## src/design/rpf_pkg.sv

```systemverilog
// Shared types, constants and the CRC-8 byte update for the packet framer.
`default_nettype none
package rpf_pkg;

  localparam int unsigned MAX_PAYLOAD = 60;
  localparam int unsigned LEN_W       = 6;
  localparam int unsigned NODE_W      = 4;

  localparam logic [7:0] CRC_POLY = 8'hD5;

  localparam int unsigned CMDQ_AW    = 2;
  localparam int unsigned CMDQ_DEPTH = 1 << CMDQ_AW;
  localparam int unsigned OUTQ_AW    = 2;
  localparam int unsigned OUTQ_DEPTH = 1 << OUTQ_AW;

  localparam logic [1:0] ERR_OK         = 2'd0;
  localparam logic [1:0] ERR_TOO_LONG   = 2'd1;
  localparam logic [1:0] ERR_NO_PACKET  = 2'd2;
  localparam logic [1:0] ERR_START_OPEN = 2'd3;

  localparam logic OP_START = 1'b0;
  localparam logic OP_DATA  = 1'b1;

  localparam logic [1:0] CFG_SOURCE  = 2'd0;
  localparam logic [1:0] CFG_DEST    = 2'd1;
  localparam logic [1:0] CFG_VERSION = 2'd2;

  typedef struct packed {
    logic             op;
    logic [LEN_W-1:0] payload_len;
    logic [7:0]       data_byte;
  } in_item_t;

  typedef struct packed {
    logic [7:0] out_byte;
    logic       frame_end;
    logic [1:0] error_code;
  } out_item_t;

  typedef struct packed {
    logic [NODE_W-1:0] source_node;
    logic [NODE_W-1:0] dest_node;
    logic [NODE_W-1:0] format_version;
  } cfg_t;

  typedef enum logic [1:0] {
    CMD_ERR   = 2'd0,
    CMD_START = 2'd1,
    CMD_DATA  = 2'd2
  } cmd_kind_t;

  typedef struct packed {
    cmd_kind_t        kind;
    logic [1:0]       err;
    logic [LEN_W-1:0] len;
    logic [7:0]       data;
    logic             last;
  } cmd_t;

  // MSB-first CRC-8 update, one byte.
  function automatic logic [7:0] crc8_update(input logic [7:0] crc, input logic [7:0] b);
    logic [7:0] c;
    c = crc ^ b;
    for (int i = 0; i < 8; i++) begin
      if (c[7]) begin
        c = {c[6:0], 1'b0} ^ CRC_POLY;
      end else begin
        c = {c[6:0], 1'b0};
      end
    end
    return c;
  endfunction

endpackage
`default_nettype wire

```

## src/design/rpf_cmdq.sv

```systemverilog
// Short command queue between the classifying front and the emitting back.
`default_nettype none
module rpf_cmdq (
  input  wire logic          clk,
  input  wire logic          rst,
  input  wire logic          wr_en,
  input  wire rpf_pkg::cmd_t wr_cmd,
  output logic               full,
  input  wire logic          rd_en,
  output rpf_pkg::cmd_t      head,
  output logic               empty
);
  import rpf_pkg::*;

  cmd_t               mem [CMDQ_DEPTH];
  logic [CMDQ_AW-1:0] wr_ptr;
  logic [CMDQ_AW-1:0] rd_ptr;
  logic [CMDQ_AW:0]   count;

  assign full  = (count == (CMDQ_AW+1)'(CMDQ_DEPTH));
  assign empty = (count == '0);
  assign head  = mem[rd_ptr];

  always_ff @(posedge clk) begin
    if (wr_en) begin
      mem[wr_ptr] <= wr_cmd;
    end
  end

  always_ff @(posedge clk) begin
    if (rst) begin
      wr_ptr <= '0;
      rd_ptr <= '0;
      count  <= '0;
    end else begin
      if (wr_en) begin
        wr_ptr <= wr_ptr + 1'b1;
      end
      if (rd_en) begin
        rd_ptr <= rd_ptr + 1'b1;
      end
      case ({wr_en, rd_en})
        2'b10:   count <= count + 1'b1;
        2'b01:   count <= count - 1'b1;
        default: count <= count;
      endcase
    end
  end

endmodule
`default_nettype wire

```

## src/design/rpf_front.sv

```systemverilog
// Front part: configuration registers, packet tracking and word classification.
`default_nettype none
module rpf_front (
  input  wire logic              clk,
  input  wire logic              rst,
  input  wire logic              push,
  input  wire rpf_pkg::in_item_t in_item,
  output logic                   full,
  input  wire logic              cfg_valid,
  input  wire logic [1:0]        cfg_index,
  input  wire logic [3:0]        cfg_data,
  output rpf_pkg::cfg_t          cfg,
  output logic                   cmd_push,
  output rpf_pkg::cmd_t          cmd,
  input  wire logic              cmd_full
);
  import rpf_pkg::*;

  logic             packet_open;
  logic             packet_open_next;
  logic [LEN_W-1:0] bytes_remaining;
  logic [LEN_W-1:0] bytes_remaining_next;

  assign full     = cmd_full;
  assign cmd_push = push && !cmd_full;

  always_ff @(posedge clk) begin
    if (rst) begin
      cfg.source_node    <= NODE_W'(1);
      cfg.dest_node      <= NODE_W'(15);
      cfg.format_version <= NODE_W'(1);
    end else if (cfg_valid) begin
      unique case (cfg_index)
        CFG_SOURCE:  cfg.source_node    <= cfg_data;
        CFG_DEST:    cfg.dest_node      <= cfg_data;
        CFG_VERSION: cfg.format_version <= cfg_data;
        default:     ;
      endcase
    end
  end

  always_comb begin
    cmd.kind             = CMD_ERR;
    cmd.err              = ERR_OK;
    cmd.len              = in_item.payload_len;
    cmd.data             = in_item.data_byte;
    cmd.last             = (bytes_remaining == LEN_W'(1));
    packet_open_next     = packet_open;
    bytes_remaining_next = bytes_remaining;
    if (in_item.op == OP_START) begin
      if (packet_open) begin
        cmd.err = ERR_START_OPEN;
      end else if (in_item.payload_len > LEN_W'(MAX_PAYLOAD)) begin
        cmd.err = ERR_TOO_LONG;
      end else begin
        cmd.kind             = CMD_START;
        packet_open_next     = (in_item.payload_len != '0);
        bytes_remaining_next = in_item.payload_len;
      end
    end else begin
      if (!packet_open) begin
        cmd.err = ERR_NO_PACKET;
      end else begin
        cmd.kind             = CMD_DATA;
        bytes_remaining_next = bytes_remaining - 1'b1;
        packet_open_next     = (bytes_remaining != LEN_W'(1));
      end
    end
  end

  always_ff @(posedge clk) begin
    if (rst) begin
      packet_open     <= 1'b0;
      bytes_remaining <= '0;
    end else if (cmd_push) begin
      packet_open     <= packet_open_next;
      bytes_remaining <= bytes_remaining_next;
    end
  end

endmodule
`default_nettype wire

```

## src/design/rpf_back.sv

```systemverilog
// Back part: expands commands into framed words, runs the CRC, queues results.
`default_nettype none
module rpf_back (
  input  wire logic          clk,
  input  wire logic          rst,
  input  wire rpf_pkg::cfg_t cfg,
  input  wire rpf_pkg::cmd_t head,
  input  wire logic          cmd_empty,
  output logic               cmd_pop,
  output rpf_pkg::out_item_t out_item,
  output logic               empty,
  input  wire logic          pop
);
  import rpf_pkg::*;

  logic [1:0]          phase;
  logic [7:0]          crc;
  logic [7:0]          crc_next;
  out_item_t           word;
  logic                is_data;
  logic                done;
  logic                emit;
  logic                oq_pop;

  out_item_t           oq [OUTQ_DEPTH];
  logic [OUTQ_AW-1:0]  oq_wr;
  logic [OUTQ_AW-1:0]  oq_rd;
  logic [OUTQ_AW:0]    oq_count;

  assign empty    = (oq_count == '0);
  assign oq_pop   = pop && !empty;
  assign out_item = oq[oq_rd];
  assign emit     = !cmd_empty && (oq_count != (OUTQ_AW+1)'(OUTQ_DEPTH));
  assign cmd_pop  = emit && done;

  always_comb begin
    word.out_byte   = 8'h00;
    word.frame_end  = 1'b0;
    word.error_code = ERR_OK;
    is_data         = 1'b0;
    done            = 1'b1;
    unique case (head.kind)
      CMD_START: begin
        case (phase)
          2'd0: begin
            word.out_byte = {cfg.format_version, 4'h0};
            is_data       = 1'b1;
            done          = 1'b0;
          end
          2'd1: begin
            word.out_byte = {head.len, 2'b00};
            is_data       = 1'b1;
            done          = 1'b0;
          end
          2'd2: begin
            word.out_byte = {cfg.source_node, cfg.dest_node};
            is_data       = 1'b1;
            done          = (head.len != '0);
          end
          default: begin
            word.out_byte  = crc;
            word.frame_end = 1'b1;
          end
        endcase
      end
      CMD_DATA: begin
        if (phase == 2'd0) begin
          word.out_byte = head.data;
          is_data       = 1'b1;
          done          = !head.last;
        end else begin
          word.out_byte  = crc;
          word.frame_end = 1'b1;
        end
      end
      default: begin
        word.error_code = head.err;
      end
    endcase
  end

  // Restart the CRC at each header, clear it after the closing CRC word.
  always_comb begin
    crc_next = crc;
    if (is_data) begin
      crc_next = crc8_update((head.kind == CMD_START && phase == 2'd0) ? 8'h00 : crc,
                             word.out_byte);
    end else if (word.frame_end) begin
      crc_next = 8'h00;
    end
  end

  always_ff @(posedge clk) begin
    if (rst) begin
      phase <= '0;
      crc   <= '0;
    end else if (emit) begin
      phase <= done ? 2'd0 : phase + 1'b1;
      crc   <= crc_next;
    end
  end

  always_ff @(posedge clk) begin
    if (emit) begin
      oq[oq_wr] <= word;
    end
  end

  always_ff @(posedge clk) begin
    if (rst) begin
      oq_wr    <= '0;
      oq_rd    <= '0;
      oq_count <= '0;
    end else begin
      if (emit) begin
        oq_wr <= oq_wr + 1'b1;
      end
      if (oq_pop) begin
        oq_rd <= oq_rd + 1'b1;
      end
      case ({emit, oq_pop})
        2'b10:   oq_count <= oq_count + 1'b1;
        2'b01:   oq_count <= oq_count - 1'b1;
        default: oq_count <= oq_count;
      endcase
    end
  end

  a_data_phase: assert property (@(posedge clk) disable iff (rst)
    (!cmd_empty && head.kind == CMD_DATA) |-> (phase == 2'd0 || phase == 2'd1))
    else $error("data command past its CRC word");

  a_crc_cleared: assert property (@(posedge clk) disable iff (rst)
    (emit && word.frame_end) |=> (crc == 8'h00))
    else $error("CRC not cleared after frame end");

  a_err_word: assert property (@(posedge clk) disable iff (rst)
    (emit && word.error_code != ERR_OK) |-> (cmd_pop && word.out_byte == 8'h00))
    else $error("error word not a single zero word");

endmodule
`default_nettype wire

```

## src/design/radio_packet_framer_crc8_core.sv

```systemverilog
// Top level of the radio packet framer with CRC-8 trailer.
// A result word passes the command queue and then the output queue before it can be
// popped. Throughput, while neither queue is full: one input word per cycle while each
// yields one result word; the back part emits one result word per cycle.
// Reset (synchronous, rst high): both queues empty, no packet open, CRC zero,
// source_node 1, dest_node 15, format_version 1.
`default_nettype none
module radio_packet_framer_crc8_core (
  input  wire logic              clk,
  input  wire logic              rst,
  input  wire logic              push,
  input  wire rpf_pkg::in_item_t in_item,
  output logic                   full,
  output logic                   empty,
  input  wire logic              pop,
  output rpf_pkg::out_item_t     out_item,
  input  wire logic              cfg_valid,
  output logic                   cfg_ready,
  input  wire logic [1:0]        cfg_index,
  input  wire logic [3:0]        cfg_data
);
  import rpf_pkg::*;

  cfg_t cfg;
  cmd_t cmd;
  cmd_t head;
  logic cmd_push;
  logic cmd_full;
  logic cmd_empty;
  logic cmd_pop;

  assign cfg_ready = 1'b1;

  rpf_front u_front (
    .clk       (clk),
    .rst       (rst),
    .push      (push),
    .in_item   (in_item),
    .full      (full),
    .cfg_valid (cfg_valid),
    .cfg_index (cfg_index),
    .cfg_data  (cfg_data),
    .cfg       (cfg),
    .cmd_push  (cmd_push),
    .cmd       (cmd),
    .cmd_full  (cmd_full)
  );

  rpf_cmdq u_cmdq (
    .clk    (clk),
    .rst    (rst),
    .wr_en  (cmd_push),
    .wr_cmd (cmd),
    .full   (cmd_full),
    .rd_en  (cmd_pop),
    .head   (head),
    .empty  (cmd_empty)
  );

  rpf_back u_back (
    .clk       (clk),
    .rst       (rst),
    .cfg       (cfg),
    .head      (head),
    .cmd_empty (cmd_empty),
    .cmd_pop   (cmd_pop),
    .out_item  (out_item),
    .empty     (empty),
    .pop       (pop)
  );

endmodule
`default_nettype wire

```

## config.mk

```make
export PLATFORM = sky130hd
export DESIGN_NAME = radio_packet_framer_crc8_core
export DESIGN_NICKNAME = d
export VERILOG_FILES = /design/src/design/rpf_pkg.sv /design/src/design/rpf_cmdq.sv /design/src/design/rpf_front.sv /design/src/design/rpf_back.sv /design/src/design/radio_packet_framer_crc8_core.sv
export SDC_FILE = /design/constraint.sdc
export NUM_CORES = 1
export LEC_CHECK = 0
export BUFFER_PORTS_ARGS = -buffer_cell sky130_fd_sc_hd__buf_2
export CAP_MARGIN = 20
export CORE_MARGIN = 3
export CORE_UTILIZATION = 40
export DETAILED_ROUTE_END_ITERATION = 6
export PLACE_DENSITY = 0.65
export REMOVE_ABC_BUFFERS = 1
export SETUP_SLACK_MARGIN = 0.3
export SLEW_MARGIN = 10
export SYNTH_ARGS = -nofsm -noshare
export SYNTH_HDL_FRONTEND = slang
export SYNTH_SLANG_ARGS = --single-unit
```

## constraint.sdc

```tcl
create_clock -name clk -period 6.3 [get_ports clk]
set_clock_uncertainty 0.1 [all_clocks]
set_input_delay 0.63 -clock clk [delete_from_list [all_inputs] [get_ports clk]]
set_output_delay 0.63 -clock clk [all_outputs]
set_load 0.01 [all_outputs]
```

==> results by group, run 1 <==
Run status
  • Status: finished, final reports clean

Global route
  • First-pass GRT wire length: 24000 um
  • Vias in the first global route: approximately 4500
  • All-Layer GR Usage: 15.4%
  • Initial antenna violation count: 0
  • Largest net degree at the start of global routing: 41
  • Congestion Overflow GR: 0

STA
  • Hold Violations, Final: 0
  • Final-report max-slew violation count: 0
  • Slew headroom: between 30% and 40%
  • Final setup violation count: 0
  • Worst-Margin Slew: approximately 1.0 ns
  • Fmax: between 0.2 and 0.25 GHz
  • Setup TNS: 0 ns
  • Unrepaired setup endpoints after global routing: false
  • Final Cycle Share: between 70% and 80%
  • Fin crit period: around 4.7 ns

Die
  • Core footprint: 18100 sq um
  • Rows: 49
  • # IOs: 40
  • Die height: around 140 um
  • Die area: 20300 sq um
  • Starting Density: between 40% and 50%
  • Die Width: about 140 um

Drt
  • Vias: between 4000 and 5000
  • WL final: roughly 15000 um
  • Drt pass-1 iters: 4
  • Initial drt markers: about 280
  • ANT nets after route: 0
  • Avg WL per Cell: ~18 um
  • # DRC: 0
  • Via density: around 5.4

Synthesis
  • Yosys warns: 0
  • Synthesized area: around 7400 sq um
  • Post-Syn Area per Cell: approximately 13 sq um
  • Yosys cell types: around 60
  • Cells after Synth: between 500 and 600
  • Post-synth ARST share: 0%
  • Post-synthesis register bit count: 167
  • Post-synth EDFFs: between 100 and 150
  • Post-synthesis sequential area ratio: approximately three fifths
  • Synth Flop Type: edfxtp_1

Worst setup path
  • Critical Path Max Stage Delay: around 0.88 ns
  • Crit start category: register
  • Crit path capture: u_back.crc[5]
  • Crit Path Max Fanout: 16
  • Worst setup path class: register to register
  • Most common cell on crit path: xor2_1
  • Worst EP arrival: approximately 5 ns
  • R2R Setup Slk: about 1.6 ns
  • CP endpoint kind: register
  • Worst-case reg-to-reg path depth: 12
  • Crit-path slowest cell: dfxtp_1
  • Reg-to-reg endpoint: u_back.crc[5]
  • WP data required: between 6 and 7 ns
  • CP cell instances: mux4_2, ha_1, nand4b_1, o22ai_1, a211o_1, or3_1, a21oi_1, xor2_1, xnor3_2, xnor2_2, xor2_1, a22o_1

Final layout
  • Final instance area: approximately 8400 sq um
  • Nets: approximately 640
  • Most common cell after layout, fill and taps aside: edfxtp_1
  • Most frequent cells in the layout: 120 x edfxtp_1, 57 x nor2_1, 47 x dfxtp_1, 38 x buf_2, 27 x nand2_1
  • Ant. Diodes: 0
  • Layout cells sized above 1: 16.4%
  • Area delta synth->final: 13.1%
  • Final cell count without fillers: ~830

Power
  • Net Sw Frac: 34.2%
  • P_sw: between 1 and 1.5 mW
  • Comb pwr share: 37.3%
  • Clk pwr share: between 20% and 30%
  • Pwr/cell area: around 490 nW/um^2
  • Design internal power: ~2.7 mW
  • Worst ir drop on vdd: between 200 and 250 uV
  • Leakage: between 2 and 3 nW
  • Sequential Power Share: between 30 and 40%

Job
  • Max_cap viols: 0

Clock network
  • Post-CTS Resized: 0
  • Total clock sinks: roughly 170
  • CTS Buffer Depth: 2
  • Cts bufs inserted: 17
  • CTS tree: done
  • Root Buffer: clkbuf_16
  • Htree depth: 4
  • CTS Hold Bufs: 0
  • Worst-Skew Late Latency: ~0.44 ns
  • Reg clk slew, reported paths: 0.07 ns
  • # Post-CTS Setup Buffers: 0

Hold path
  • Worst Hold Depth: 1
  • Class of the worst hold path: primary input to register

Placed design
  • Gpl congestion: around 0.89
  • IO Port Bufs: 38
  • Detail Placement HPWL: between 10000 and 15000 um
  • Post-DP Area: 7810 sq um
  • Placed insts: 799
==> Yosys cell counts, types with 2 or more instances <==
cell	n	area, sq um
mux4_2	20	450
or3_1	3	18.8
dfxtp_1	47	941
o21ai_0	7	35.0
and3_1	4	25.0
ha_1	19	238
o211ai_1	2	15.0
a21oi_1	25	125
mux2i_1	23	230
fa_1	2	40.0
nand3_1	9	45.0
and2_1	11	68.8
nor2_1	57	214
o22ai_1	12	75.1
clkbuf_1	12	45.0
xnor2_2	2	32.5
a22oi_1	5	37.5
nand2_1	27	101
buf_4	2	15.0
nor4bb_1	2	20.0
a22o_1	8	70.1
xnor2_1	18	158
inv_1	25	93.8
buf_2	6	30.0
nor2b_1	4	25.0
buf_1	3	11.3
xor2_1	20	175
nand3b_1	4	30.0
a211o_1	12	105
nor4_1	4	25.0
a221oi_1	3	26.3
nor3_1	5	25.0
edfxtp_1	120	3600
a211oi_1	5	37.5
a31oi_1	3	18.8
==> sequential cells by signal, summed over array words and instances, names as in the netlist, 3 cells and up, named ones only <==
name,flops
u_back.oq_count,3
u_back.crc,8
u_front.cfg,12
u_front.bytes_remaining,6
u_cmdq.count,3
u_cmdq.mem,76
u_back.oq,44
==> worst min path at each step <==
stage	start	end	slack [ns]
floorplan	u_front.cfg[6]	u_front.cfg[6]	0.33
global placement	u_front.cfg[0]	u_front.cfg[0]	0.35
detailed placement	u_front.cfg[4]	u_front.cfg[4]	0.37
CTS	in_item[3]	u_cmdq.mem[3][4]	0.30
global route	in_item[7]	u_cmdq.mem[0][8]	0.29
finish	in_item[3]	u_cmdq.mem[3][4]	0.31
==> cells by family (layout without fill, tap and decap cells) <==
kind of cell / count (synthesis) / after routing / share of synthesized area [%]
fa+ha+maj: 21 / 21 / 3.74
other cells: 1 / 1 / 0.0504
flops: 167 / 167 / 61.1
compound gates: 91 / 91 / 8.38
buf+inv: 49 / 96 / 2.78
xor+xnor: 41 / 41 / 5.23
simple gates: 141 / 141 / 9.41
mux: 44 / 44 / 9.31
==> power by group through the flow <==
stage	sequential (mW)	combinational, mW	clock [mW]
after floorplan	1.55	1.18	0
after global placement	1.57	1.50	0
after detailed placement	1.59	1.54	0
after CTS	1.57	1.55	1.03
after global routing	1.59	1.70	1.09
final	1.56	1.53	1.02
==> stage by stage <==
stage          hold WS (ns)  worst slack [ns]  utilization [%]  total power, mW
2_1_floorplan         0.327              1.83                -             2.74
3_3_place_gp          0.345              1.71             43.2             3.07
3_5_place_dp          0.367              1.64             43.2             3.12
4_1_cts               0.296              1.58             46.5             4.14
5_1_grt               0.294              1.25             46.5             4.37
6_report              0.305              1.61             46.5             4.11
==> layout make-up <==
type / count / area [sq um]
inverters: 25 / 93.8
well taps: 229 / 287
fillers: 1583 / 9680
clock inverters: 7 / 56.3
multi-input cells: 339 / 2690
repair buffers: 39 / 198
clock buffers: 25 / 538
flip-flops and latches: 167 / 4540
==> worst max-delay path: cells and delay by family, from the launching register on <==
| kind | cells | cell delay [ns] |
|---|---|---|
| adder cells (fa/ha/maj) | 1 | 0.35 |
| flip-flops | 1 | 0.88 |
| XOR/XNOR | 4 | 1.20 |
| AND/OR/NAND/NOR | 2 | 0.62 |
| AO/OA/AOI/OAI | 4 | 0.83 |
| multiplexers | 1 | 0.61 |
==> layer usage <==
metal	share of wire, %	wire length, um	track usage (%)
met2	48	7110	24.5
met1	45	6650	20.6
met5	0	0	0
met3	4.8	698	4.40
met4	1.5	226	4.75
(Power assumes the default switching activity.)
==> run 2, diff against run 1 <==
--- a/config.mk
+++ b/config.mk
@@ -10,7 +10,7 @@
 export CORE_MARGIN = 3
 export CORE_UTILIZATION = 40
 export DETAILED_ROUTE_END_ITERATION = 6
-export PLACE_DENSITY = 0.65
+export PLACE_DENSITY = 0.67
 export REMOVE_ABC_BUFFERS = 1
 export SETUP_SLACK_MARGIN = 0.3
 export SLEW_MARGIN = 10
==> constraint.sdc (replaced) <==
create_clock -name clk -period 4.1 [get_ports clk]
set_clock_uncertainty 0.1 [all_clocks]
set_input_delay 0.41 -clock clk [delete_from_list [all_inputs] [get_ports clk]]
set_output_delay 0.41 -clock clk [all_outputs]
set_load 0.01 [all_outputs]
==> run 2 against run 1 <==
Effect of this change: wire length rose by 2.5%; critical endpoint is now u_back.crc[3]; critical path depth stayed put; fmax is 30% higher; total power is 58% higher; global-route usage hardly changed; non-clock buffer count grew 16; core utilization rose by 0.87 points; sequential share of layout area fell by 0.98 points; highest routed layer unchanged; first-iteration DRC count up 8.5%.
==> results by group, run 2 (synthesized netlist as in run 1, its figures left out) <==
Power
  • Leakage: 3.02 nW
  • Pwr/cell area: approximately 760 nW/um^2
  • Net Sw Frac: roughly a third
  • Total power: between 6 and 7 mW
  • Clk pwr share: ~22%
  • Design internal power: around 4.3 mW
  • Sequential Power Share: 36.7%
  • Worst ir drop on vdd: between 400 and 500 uV
  • Comb pwr share: between 40% and 50%
  • P_sw: roughly 2.2 mW

Global route
  • Vias in the first global route: ~4600
  • Congestion Overflow GR: 0
  • First-pass GRT wire length: ~24000 um
  • Initial antenna violation count: 0
  • All-Layer GR Usage: around 15%
  • Largest net degree at the start of global routing: 41

Die
  • Rows: 49
  • Core footprint: roughly 18000 sq um
  • Starting Density: slightly above 40%
  • Die area: 20300 sq um
  • Die height: roughly 140 um
  • Die Width: about 140 um
  • # IOs: 40

Clock network
  • CTS tree: done
  • Worst-Skew Late Latency: approximately 0.42 ns
  • Root Buffer: clkbuf_16
  • Reg clk slew, reported paths: approximately 0.060 ns
  • CTS Hold Bufs: 0
  • Htree depth: 4
  • Cts bufs inserted: 17
  • Total clock sinks: 167
  • CTS Buffer Depth: 2

Final layout
  • Nets: ~650
  • Final instance area: roughly 8600 sq um
  • Final core occ: approximately 47%
  • Area delta synth->final: 15.2%
  • Ant. Diodes: 0
  • Final cell count without fillers: 847
  • Layout cells sized above 1: between 10% and 20%
  • Reg with most FFs: u_cmdq.mem
  • Most frequent cells in the layout: 120 x edfxtp_1, 57 x nor2_1, 46 x dfxtp_1, 38 x buf_2, 27 x nand2_1
  • Largest register FFs: 76
  • Biggest registers after layout: u_cmdq.mem (76), u_back.oq (44), u_front.cfg (12)
  • Most common cell after layout, fill and taps aside: edfxtp_1

Drt
  • Initial drt markers: between 300 and 400
  • # DRC: 0
  • Avg WL per Cell: around 18 um
  • Vias: between 4000 and 5000
  • Drt pass-1 iters: 4
  • ANT nets after route: 0
  • WL final: around 15000 um
  • Via density: about 5.3

Hold path
  • Class of the worst hold path: primary input to register
  • Hold Path Origin: in_item[7]
  • Hold EP: u_cmdq.mem[0][8]
  • Worst Hold Depth: 1

Worst setup path
  • Worst-case reg-to-reg path depth: 12
  • Most common cell on crit path: xor2_1
  • Critical Path Max Stage Delay: between 0.5 and 0.6 ns
  • Crit Path Max Fanout: 7
  • R2R Setup Slk: just under 0.5 ns
  • Worst setup path class: register to register
  • Worst EP arrival: ~3.8 ns
  • Reg-to-reg endpoint: u_back.crc[3]
  • WP data required: roughly 4.3 ns
  • CP cell instances: mux4_2, ha_4, nor2b_4, and3_1, a211o_1, or3_1, a21oi_2, xor2_1, xnor3_2, xnor2_4, xor2_1, a22o_1
  • CP endpoint kind: register
  • Crit start category: register
  • Crit-path slowest cell: mux4_2

Placed design
  • Detail Placement HPWL: 10600 um
  • Gpl congestion: ~0.86
  • Placed insts: roughly 800
  • Post-DP Area: 7910 sq um
  • IO Port Bufs: 38
  • Pre-CTS setup slack: ~0.11 ns

STA
  • Final Cycle Share: about nine tenths
  • Worst-Margin Slew: 1.02 ns
  • Final setup violation count: 0
  • Slew headroom: roughly 32%
  • Unrepaired setup endpoints after global routing: false
  • Fin crit period: approximately 3.6 ns
  • Setup WS post-layout: between 0.4 and 0.5 ns
  • Fmax: 0.277 GHz
  • Final-report max-slew violation count: 0
  • Hold Violations, Final: 0

Job
  • Max_cap viols: 0

Run status
  • Status: finished, final reports clean
[run 2: power groups by stage]
| stage | Clock, mW | Combinational (mW) | Sequential [mW] |
|---|---|---|---|
| floorplan | 0 | 1.82 | 2.39 |
| global placement | 0 | 2.36 | 2.41 |
| detailed placement | 0 | 2.44 | 2.43 |
| CTS | 1.49 | 2.51 | 2.39 |
| global route | 1.56 | 2.95 | 2.42 |
| finish | 1.45 | 2.68 | 2.39 |
[run 2: metal layers]
layer  wire, um  vias up  part of all wire [%]  GRT usage (%)
met2       7490       80                    50           25.6
li1           -     2167                     -              -
met1       6740     2256                    45           19.4
met3        527       22                   3.5           4.13
met5          0        -                     0              0
met4        292        0                   1.9           5.65
[run 2: how the worst max path moves through the flow]
stage / slack [ns] / cells past startpoint / startpoint / end
4_1_cts: 0.30 / 12 / register / u_back.crc[3]
6_report: 0.49 / 12 / register / u_back.crc[3]
2_1_floorplan: -0.37 / 12 / register / u_back.crc[6]
3_5_place_dp: 0.11 / 12 / register / u_back.crc[3]
5_1_grt: 0.32 / 13 / register / u_back.crc[3]
3_3_place_gp: 0.18 / 12 / register / u_back.crc[3]
[run 2: stage by stage]
step | setup TNS, ns | hold WS [ns]
after floorplan | -2.05 | 0.327
after global placement | 0 | 0.346
after detailed placement | 0 | 0.365
after CTS | 0 | 0.0816
after global routing | 0 | 0.0803
final | 0 | 0.110
[run 2: timing repair]
| item | in CTS | in global routing |
|---|---|---|
| setup buffers | 1 | 1 |
| resized for setup | 1 | 14 |
| setup endpoints to repair | 6 | 9 |
| pin swaps | 2 | 2 |
[run 2: layout make-up]
cell class                 count  area (sq um)
clock buffer                  19           433
clock inverter                13           109
fill                        1556          9520
inverter                      25          93.8
multi-input combinational    339          2780
sequential                   167          4550
tap                          229           287
timing repair buffer          55           322
[run 2: critical path: cells and delay by family (launching register included)]
kind | cells | cell delay, ns
flip-flops | 1 | 0.36
XOR/XNOR | 4 | 0.97
multiplexers | 1 | 0.55
adder cells (fa/ha/maj) | 1 | 0.21
AND/OR/NAND/NOR | 3 | 0.68
AO/OA/AOI/OAI | 3 | 0.64
==> run 3, diff against run 2 <==
--- a/config.mk
+++ b/config.mk
@@ -10,7 +10,7 @@
 export CORE_MARGIN = 3
 export CORE_UTILIZATION = 40
 export DETAILED_ROUTE_END_ITERATION = 6
-export PLACE_DENSITY = 0.67
+export PLACE_DENSITY = 0.65
 export REMOVE_ABC_BUFFERS = 1
 export SETUP_SLACK_MARGIN = 0.3
 export SLEW_MARGIN = 10
==> constraint.sdc (replaced) <==
create_clock -name clk -period 3.58 [get_ports clk]
set_clock_uncertainty 0.1 [all_clocks]
set_input_delay 0.358 -clock clk [delete_from_list [all_inputs] [get_ports clk]]
set_output_delay 0.358 -clock clk [all_outputs]
set_load 0.01 [all_outputs]
==> run 3 against run 2 <==
Effect of this change: the run now ends with setup timing left; critical path depth rose by 3; sequential share of layout area fell by 3.1 points; cell count rose by 4.6%; die area did not move; wire length increased by 7.9%; clock power is 26% higher; first-iteration DRC count is 10% higher; design area is 6.4% higher; core utilization rose by 3.0 points; register-to-register slack got worse by 0.52 ns; global-route usage rose by 1.2 points; worst setup slack worse by 0.52 ns; highest routed layer unchanged.
==> results by group, run 3 (synthesized netlist as in run 1, its figures left out) <==
Run status
  • Status: finished, violations left
  • Violations in the final reports: setup timing

Final layout
  • Area delta synth->final: 22.5%
  • Biggest registers after layout: u_cmdq.mem (76), u_back.oq (44), u_front.cfg (12)
  • Reg with most FFs: u_cmdq.mem
  • Layout cells sized above 1: between 20% and 30%
  • Most frequent cells in the layout: 120 x edfxtp_1, 55 x nor2_1, 50 x buf_4, 45 x dfxtp_1, 38 x buf_2
  • Nets: approximately 700
  • Final core occ: between 50% and 60%
  • Largest register FFs: 76
  • Final cell count without fillers: slightly below 900
  • Most common cell after layout, fill and taps aside: edfxtp_1
  • Ant. Diodes: 0

Power
  • Worst ir drop on vdd: between 400 and 500 uV
  • Pwr/cell area: roughly 890 nW/um^2
  • Leakage: about 3.3 nW

STA
  • Slew headroom: between 40% and 50%
  • Fin crit period: 3.61 ns
  • Final Cycle Share: 101%
  • Final setup violation count: 5
  • Unrepaired setup endpoints after global routing: true
  • Final-report max-slew violation count: 0
  • Setup WS post-layout: -0.0306 ns
  • Fmax: 0.277 GHz
  • Setup TNS: -0.0971 ns
  • Worst-Margin Slew: between 0.8 and 0.9 ns
  • Worst hold slack: around 0.042 ns
  • Hold Violations, Final: 0

Placed design
  • Detail Placement HPWL: about 11000 um
  • IO Port Bufs: 38
  • Placed insts: 842
  • Gpl congestion: 0.880
  • Pre-CTS setup slack: -0.259 ns

Drt
  • Via density: 5.38
  • WL final: between 15000 and 20000 um
  • # DRC: 0
  • Avg WL per Cell: 18.3 um
  • ANT nets after route: 0
  • Vias: 4763
  • Drt pass-1 iters: 5
  • Initial drt markers: about 340

Global route
  • Initial antenna violation count: 0
  • Largest net degree at the start of global routing: 24
  • Vias in the first global route: around 5000
  • First-pass GRT wire length: approximately 26000 um
  • Congestion Overflow GR: 0
  • All-Layer GR Usage: 16.6%

Clock network
  • Worst-Skew Late Latency: ~0.43 ns
  • Cts bufs inserted: 17
  • Root Buffer: clkbuf_16
  • Reg clk slew, reported paths: approximately 0.070 ns
  • Total clock sinks: around 170
  • CTS Hold Bufs: 0
  • Htree depth: 4
  • CTS Buffer Depth: 2
  • CTS tree: done

Die
  • Die Width: 142 um
  • # IOs: 40
  • Die height: 142 um
  • Die area: 20300 sq um
  • Rows: 49
  • Core footprint: approximately 18000 sq um
  • Starting Density: between 40% and 50%

Worst setup path
  • Crit Path Max Fanout: 6
  • Crit start category: register
  • Worst setup path class: register to register
  • WP data required: ~3.8 ns
  • Worst EP arrival: 3.83 ns
  • CP endpoint kind: register

Job
  • Max_cap viols: 0

Hold path
  • Class of the worst hold path: primary input to register
run 3: cell types whose count changed in the layout (fill, tap and decap cells not counted), moves of 3 or more:
| cell | previous run | this run |
|---|---|---|
| o22ai_1 | 11 | 8 |
| buf_6 | 1 | 4 |
| buf_4 | 16 | 50 |
| o22ai_4 | 0 | 3 |
run 3: per-layer routing:
metal	global-route usage (%)	vias to the layer above	part of all wire, %
li1	-	2238	-
met1	20.9	2382	44
met2	28.7	117	51
met3	3.70	26	3.8
met4	4.80	0	1.3
met5	0	-	0
run 3: cell type report:
type	count	area, sq um
fill	1549	8980
clock inverter	13	144
clock buffer	19	453
sequential	167	4550
multi-input combinational	339	2920
inverter	25	93.8
timing repair buffer	94	663
tap	229	287
run 3: timing repair:
action | in CTS | in global routing
setup buffers | 4 | 7
gates cloned | 1 | 0
setup endpoints to repair | 10 | 10
resized for setup | 29 | 20
pin swaps | 15 | 9
run 3: path summary, 6_finish.rpt:
path,start,to,slack (ns),cells after the start
setup / recovery,register,u_back.crc[3],-0.03,15
hold / removal,in_item[3],u_cmdq.mem[1][4],0.04,1
setup reg to reg,register,u_back.crc[3],-0.03,15
hold reg to reg,u_front.cfg[0],u_front.cfg[0],0.39,1
run 3: critical path, stage by stage (launching register included):
cell      delay (ns)
dfxtp_2         0.34
buf_6           0.10
mux4_2          0.53
buf_6           0.14
ha_4            0.17
nand2b_4        0.07
nand2_2         0.06
buf_6           0.13
a211o_1         0.33
a31oi_4         0.19
xnor2_1         0.10
nor2_1          0.13
xnor3_2         0.55
xnor2_4         0.18
xor2_1          0.17
a22o_1          0.20
run 3: metrics by stage:
step | total power, mW | instance area (sq um)
floorplan | 4.81 | 7320
global placement | 5.63 | 8130
detailed placement | 5.77 | 8130
CTS | 7.97 | 8950
global route | 8.58 | 9110
finish | 8.12 | 9110
run 3: power breakdown:
part           switching [mW]  internal, mW  total (mW)
Sequential              0.224          2.52        2.74
Clock                   0.759          1.07        1.83
Combinational            1.81          1.74        3.55
